--- src/hdl/bitmap_message_pool_allocator_top_defines.svh ---
// Assertion macros shared by the slot allocator RTL.
`ifndef BITMAP_MESSAGE_POOL_ALLOCATOR_TOP_DEFINES_SVH
`define BITMAP_MESSAGE_POOL_ALLOCATOR_TOP_DEFINES_SVH

// Condition that must hold at every clock edge outside reset.
`define BMPA_ASSERT_ALWAYS(lbl, cond, msg) \
  lbl: assert property (@(posedge clk) disable iff (!rst_n) (cond)) else $error(msg);

// Consequence that must hold in the cycle after the antecedent.
`define BMPA_ASSERT_NEXT(lbl, ante, cons, msg) \
  lbl: assert property (@(posedge clk) disable iff (!rst_n) (ante) |=> (cons)) else $error(msg);

`endif

--- src/hdl/bmpa_pkg.sv ---
// Types, operation codes and bit-scan helpers for the slot allocator.
`timescale 1ns / 1ps
`default_nettype none
package bmpa_pkg;

  localparam int MaxSlots = 32;

  typedef enum logic [1:0] {
    FUNC_ALLOC = 2'd0,
    FUNC_FREE  = 2'd1,
    FUNC_CLEAR = 2'd2,
    FUNC_STATS = 2'd3
  } func_t;

  typedef struct packed {
    func_t      func;
    logic [4:0] slot_index;
  } req_t;

  typedef struct packed {
    logic        granted;
    logic [4:0]  slot;
    logic [5:0]  free_count;
    logic [5:0]  peak_busy;
    logic [31:0] fail_total;
  } rsp_t;

  typedef struct packed {
    logic [31:0] free_bits;
    logic [5:0]  peak_in_use;
    logic [31:0] fail_count;
  } pool_state_t;

  function automatic logic [5:0] count_ones32(input logic [31:0] v);
    logic [5:0] n;
    n = '0;
    for (int i = 0; i < MaxSlots; i++) begin
      n = n + 6'(v[i]);
    end
    return n;
  endfunction

  // Lowest set bit; 0 when none is set.
  function automatic logic [4:0] lowest_set32(input logic [31:0] v);
    logic [4:0] idx;
    idx = '0;
    for (int i = MaxSlots - 1; i >= 0; i--) begin
      if (v[i]) begin
        idx = 5'(i);
      end
    end
    return idx;
  endfunction

endpackage
`default_nettype wire

--- src/hdl/bmpa_ops.sv ---
// Next pool state and result word for one request, from the current state.
`timescale 1ns / 1ps
`default_nettype none
module bmpa_ops #(
  parameter int POOL_SLOTS = 32
) (
  input  bmpa_pkg::req_t        req,
  input  bmpa_pkg::pool_state_t cur,
  output bmpa_pkg::pool_state_t nxt,
  output bmpa_pkg::rsp_t        rsp
);
  import bmpa_pkg::*;

  localparam logic [31:0] PoolMask  = 32'((64'd1 << POOL_SLOTS) - 64'd1);
  localparam logic [5:0]  PoolCount = 6'(POOL_SLOTS);

  logic [31:0] avail;
  logic [4:0]  low_idx;
  logic [31:0] alloc_bits;
  logic [5:0]  alloc_used;

  assign avail      = cur.free_bits & PoolMask;
  assign low_idx    = lowest_set32(avail);
  assign alloc_bits = cur.free_bits & ~(32'd1 << low_idx);
  assign alloc_used = PoolCount - count_ones32(alloc_bits & PoolMask);

  always_comb begin
    nxt         = cur;
    rsp.granted = 1'b0;
    rsp.slot    = '0;
    case (req.func)
      FUNC_ALLOC: begin
        if (avail != '0) begin
          nxt.free_bits = alloc_bits;
          if (alloc_used > cur.peak_in_use) begin
            nxt.peak_in_use = alloc_used;
          end
          rsp.granted = 1'b1;
          rsp.slot    = low_idx;
        end else begin
          nxt.fail_count = cur.fail_count + 32'd1;
        end
      end
      FUNC_FREE: begin
        if ({1'b0, req.slot_index} < PoolCount) begin
          nxt.free_bits = cur.free_bits | (32'd1 << req.slot_index);
        end
      end
      FUNC_CLEAR: begin
        nxt.free_bits   = PoolMask;
        nxt.peak_in_use = '0;
        nxt.fail_count  = '0;
      end
      default: begin
      end
    endcase
    rsp.free_count = count_ones32(nxt.free_bits & PoolMask);
    rsp.peak_busy  = nxt.peak_in_use;
    rsp.fail_total = nxt.fail_count;
  end

endmodule
`default_nettype wire

--- src/hdl/bitmap_message_pool_allocator_top.sv ---
// Top level of the bitmap message slot allocator.
`timescale 1ns / 1ps
`default_nettype none
// Takes one request word per cycle and returns one result word per request:
// the request register feeds the lowest-free-slot encoder and the 32-bit
// population count of the free bitmap, which resolve into the result
// register. The input stalls only while a result word waits unread and a
// second request is already held. The pool state updates as each request
// passes into the result register, so back-to-back requests see each
// other's effects. Reset and the clear request mark slots 0 to POOL_SLOTS-1
// free.
module bitmap_message_pool_allocator_top #(
  parameter int POOL_SLOTS = 32
) (
  input  wire logic           clk,
  input  wire logic           rst_n,
  input  wire logic           in_valid,
  output      logic           in_ready,
  input  wire bmpa_pkg::req_t in_word,
  output      logic           out_valid,
  input  wire logic           out_ready,
  output      bmpa_pkg::rsp_t out_word
);
  import bmpa_pkg::*;

  localparam logic [31:0] PoolMask  = 32'((64'd1 << POOL_SLOTS) - 64'd1);
  localparam logic [5:0]  PoolCount = 6'(POOL_SLOTS);

  logic        req_vld_r;
  req_t        req_r;
  logic        out_vld_r;
  rsp_t        rsp_r;
  pool_state_t state_r;
  pool_state_t state_nxt;
  rsp_t        rsp_nxt;
  logic        adv;

  // Result register frees up when empty or being taken.
  assign adv       = !out_vld_r || out_ready;
  assign in_ready  = !req_vld_r || adv;
  assign out_valid = out_vld_r;
  assign out_word  = rsp_r;

  bmpa_ops #(
    .POOL_SLOTS(POOL_SLOTS)
  ) u_ops (
    .req(req_r),
    .cur(state_r),
    .nxt(state_nxt),
    .rsp(rsp_nxt)
  );

  always_ff @(posedge clk) begin
    if (!rst_n) begin
      req_vld_r <= 1'b0;
      out_vld_r <= 1'b0;
      state_r.free_bits   <= PoolMask;
      state_r.peak_in_use <= '0;
      state_r.fail_count  <= '0;
    end else begin
      if (in_ready) begin
        req_vld_r <= in_valid;
      end
      if (adv) begin
        out_vld_r <= req_vld_r;
        if (req_vld_r) begin
          state_r <= state_nxt;
        end
      end
    end
  end

  always_ff @(posedge clk) begin
    if (in_ready && in_valid) begin
      req_r <= in_word;
    end
    if (adv && req_vld_r) begin
      rsp_r <= rsp_nxt;
    end
  end

`include "bitmap_message_pool_allocator_top_defines.svh"

  `BMPA_ASSERT_ALWAYS(a_no_slot_outside_pool, (state_r.free_bits & ~PoolMask) == '0, "free bit set beyond pool")
  `BMPA_ASSERT_ALWAYS(a_granted_slot_taken, !(out_vld_r && rsp_r.granted) || !state_r.free_bits[rsp_r.slot], "granted slot still marked free")
  `BMPA_ASSERT_ALWAYS(a_count_matches_map, !out_vld_r || (rsp_r.free_count == count_ones32(state_r.free_bits)), "free count disagrees with bitmap")
  `BMPA_ASSERT_ALWAYS(a_peak_covers_use, state_r.peak_in_use >= (PoolCount - count_ones32(state_r.free_bits)), "peak below current use")
  `BMPA_ASSERT_NEXT(a_clear_zeroes_stats, adv && req_vld_r && (req_r.func == FUNC_CLEAR), (state_r.fail_count == '0) && (state_r.peak_in_use == '0), "clear left stats")

endmodule
`default_nettype wire
--- config.mk ---
export PLATFORM = sky130hd
export DESIGN_NAME = bitmap_message_pool_allocator_top
export DESIGN_NICKNAME = d
export VERILOG_FILES = /design/src/hdl/bmpa_pkg.sv /design/src/hdl/bmpa_ops.sv /design/src/hdl/bitmap_message_pool_allocator_top.sv
export VERILOG_INCLUDE_DIRS = /design/src /design/src/hdl
export SDC_FILE = /design/constraint.sdc
export NUM_CORES = 1
export LEC_CHECK = 0
export BUFFER_PORTS_ARGS = -buffer_cell sky130_fd_sc_hd__clkbuf_2
export CAP_MARGIN = 20
export CELL_PAD_IN_SITES_DETAIL_PLACEMENT = 1
export CELL_PAD_IN_SITES_GLOBAL_PLACEMENT = 2
export CORE_MARGIN = 8
export CORE_UTILIZATION = 42
export CTS_CLUSTER_SIZE = 20
export DETAILED_ROUTE_END_ITERATION = 10
export HOLD_SLACK_MARGIN = 0.02
export PLACE_DENSITY_LB_ADDON = 0.1
export SYNTH_ARGS = -nofsm -noshare
export SYNTH_HDL_FRONTEND = slang
export SYNTH_HIERARCHICAL = 1
export SYNTH_SLANG_ARGS = --single-unit
--- constraint.sdc ---
create_clock -name clk -period 13.5 [get_ports clk]
set_clock_uncertainty 0.15 [all_clocks]
set_input_delay 1.35 -clock clk [delete_from_list [all_inputs] [get_ports clk]]
set_output_delay 1.35 -clock clk [all_outputs]
set_load 0.1 [all_outputs]
==> flow_summary.toml <==
[outcome]
status = "completed"

[power_and_ir_drop]
switching_share_pct = 44.7
netSwitchingPower_uw = 958
seq_power_share_pct = 23.5
leakage_nw = 4.29
total_power_mw = 2.14
p_int_mw = 1.18
vdd_drop_max_mv = 0.222
power.density_nw_per_um2 = 206
combPwrFrac_pct = 54.5
power_frac_clock_pct = 22.0

[global_routing]
grt_start_max_net_pins = 84
antenna_found_initial = 0
overflow = 0
grt_pass1_vias = 8047
grtUsageTotal_pct = 20.8
grt_pass1_wl_um = 46400

[clocking]
cts-buffers-inserted = 17
cts.htree.levels = 4
clk_latency_ns = 0.42
post-cts-setup-buffers = 0
clock_sinks = 129
cts_root_buf = "clkbuf_16"
clk_path_buf_depth = 2
ctsResizeCount = 0
cts_tree = "built"
clkTransAtPathRegs_ns = 0.07
ctsHoldBuffers = 0

[placed_design]
routabilityCongestion = 0.897
postPlaceCellArea_sq_um = 9790
port_buffers = 62
pre_cts_slack_ns = 4.23
hpwl_um = 21200

[synth]
ys_seq_area_share_pct = 32.8
async_reset_ff_share_pct = 0
synth_cell_types = 75
synth_warnings = 6
synth_seq_cells = 129
yosysTopAreaCell = "edfxtp_1"
synth.avg_cell_area_sq_um = 9.06
synth_top_area_share_pct = 17.8
synth_cells = 1060
synth.cell_area_sq_um = 9610
synthTopCellsByArea = "edfxtp_1 (18%), dfxtp_1 (15%), fa_1 (10%)"
synth-edff-count = 57
syn_nets = 1163
synth_flop_cell = "dfxtp_1"

[critical_path]
cp_slowest_cell = "a2111oi_0"
r2r-start = "state_r[44]"
cp_common_cell = "fa_1"
crit_path_max_fanout = 20
r2r-end = "state_r[37]"
max_stage_delay_ns = 0.65
r2r_slack_ns = 4.07
cp.required_ns = 13.71
r2r_cells = 29
crit_arrival_ns = 9.64
worstSetupPathType = "reg2reg"
crit_path_end_kind = "register"
critPathLaunchType = "register"

[worst_hold_path]
hold_class = "reg2reg"
min_to = "state_r[31]"
holdPathStages = 2
hp-start = "state_r[31]"

[timing]
slew_headroom_pct = 32.5
setup_viol = 0
slew_viol_final = 0
hold_ws_ns = 0.320
worstMarginPinSlew_ns = 1.01
rsz0062_at_grt = "false"
fmax_ghz = 0.106
worst_slack_ns = 4.07
finalCritPeriodShare_pct = 69.9
period_needed_ns = 9.43
tns_ns = 0
hold_violations = 0

[route]
vias_per_cell = 5.81
drt-initial-drc-count = 460
routed_wl_um = 29100
drc_errors = 0
routedWlPerCell_um = 21.5
num_vias = 7861
firstDrtPassIters = 5
ant_nets = 0

[layout]
synthToLayoutAreaGrowth_pct = 8.10
regArea_sq_um = 3150
diodes = 0
drive_gt1_share_pct = 12.2
postLayoutCellArea_sq_um = 10400
multi_input_area_sq_um = 5430
fillers = 2617
layout.nets = 1157

[floorplan]
die_w_um = 167
core_sq_um = 22600
initial_utilization_pct = 42.6
dieArea_sq_um = 28000
num_rows = 55
io_pins = 63
die_y_um = 167

[run]
drv_cap = 0
## cells in the mapped netlist, types with 7 or more instances
library cell / n
or3_1: 8
nand3_1: 27
and3_1: 9
o311ai_1: 8
ha_1: 44
nand2b_1: 7
nor3_1: 16
xor2_1: 17
nor2_1: 60
buf_2: 10
nor4_1: 7
fa_1: 48
a211oi_1: 18
o21ai_0: 58
a21oi_1: 32
buf_4: 42
edfxtp_1: 57
o311ai_0: 33
clkbuf_1: 35
and2_1: 8
a21boi_0: 10
a211o_1: 11
mux2i_1: 39
dfxtp_1: 72
inv_1: 120
xnor2_1: 11
nand2_1: 126
a21o_1: 12
o21a_1: 10
o31a_1: 8
## per-layer routing
layer  GRT usage [%]  part of all wire (%)  wire length [um]
met4            7.34                   2.5               715
met2            35.0                    48             14000
met3            3.79                   4.7              1380
met5               0                     0                 0
met1            26.6                    45             13000
## critical path, delay by kind of cell, from the launching register on
kind                     cells  cell delay [ns]
buffers and inverters        6             0.84
AND/OR/NAND/NOR              1             0.12
AO/OA/AOI/OAI               10             2.93
flip-flops                   1             0.49
multiplexers                 1             0.15
adder cells (fa/ha/maj)     11             4.68
## final cells by class
type,instances,share of cell area (%)
Multi-Input combinational cell,712,52.3
Sequential cell,129,30.4
Inverter,121,4.37
Clock buffer,17,4.10
Timing Repair Buffer,73,3.81
Tap cell,285,3.43
Clock inverter,15,1.61
## cells in the final DEF, fill, tap and decap left out, types with 6 or more instances in the layout
cell type,count
a31oi_1,6
nand3_1,27
a21oi_1,32
o311ai_1,8
o31a_1,8
o311ai_0,33
and4_1,6
a21boi_0,10
and3_1,9
mux2i_1,39
xor2_1,17
inv_1,120
or3_1,8
xnor2_1,11
dfxtp_1,72
a211o_1,11
o21a_1,10
fa_1,48
buf_4,12
o21ai_0,58
nor4_1,7
edfxtp_1,57
clkbuf_2,61
a21o_1,12
nand2_1,126
a211oi_1,18
and2_1,8
clkbuf_16,17
nor2_1,60
nand4_1,6
nor3_1,16
nand2b_1,7
ha_1,44
## power by group through the flow
stage / sequential (mW) / clock (mW) / combinational, mW
after floorplan: 0.652 / 0 / 0.793
after global placement: 0.510 / 0 / 1.14
after detailed placement: 0.511 / 0 / 1.17
after CTS: 0.503 / 0.482 / 1.18
after global routing: 0.507 / 0.496 / 1.32
final: 0.503 / 0.472 / 1.17
## through the flow
step | cells | util (%)
after floorplan | 1060 | -
after global placement | 1320 | 43.4
after global routing | 1352 | 46.0
after detailed placement | 1320 | 43.4
after CTS | 1352 | 46.0
final | 1352 | 46.0
## how the worst max path moves through the flow
stage | from | end | slack, ns | cells past startpoint
finish | state_r[44] | state_r[37] | 4.07 | 29
global placement | state_r[44] | state_r[37] | 4.46 | 29
global route | state_r[44] | state_r[33] | 3.68 | 29
floorplan | state_r[57] | out_word[33] | 5.10 | 30
detailed placement | state_r[44] | state_r[37] | 4.23 | 29
CTS | state_r[44] | state_r[37] | 4.19 | 29
## state kept, by name, indices dropped and copies added, names as in the netlist
signal / cells
req_vld_r: 1
out_word: 50
req_r: 7
state_r: 70
out_valid: 1
## cell families (layout without fill, tap and decap cells)
family / Yosys count / after routing / share of synthesized area [%]
AND/OR/NAND/NOR: 316 / 316 / 16.8
AO/OA/AOI/OAI: 236 / 236 / 17.2
buffers and inverters: 219 / 226 / 10.8
flip-flops: 129 / 129 / 32.8
adder cells (fa/ha/maj): 92 / 92 / 15.7
multiplexers: 39 / 39 / 4.06
XOR/XNOR: 28 / 28 / 2.55
other: 1 / 1 / 0.0390
Note: power is estimated with default switching activity, not from simulation.
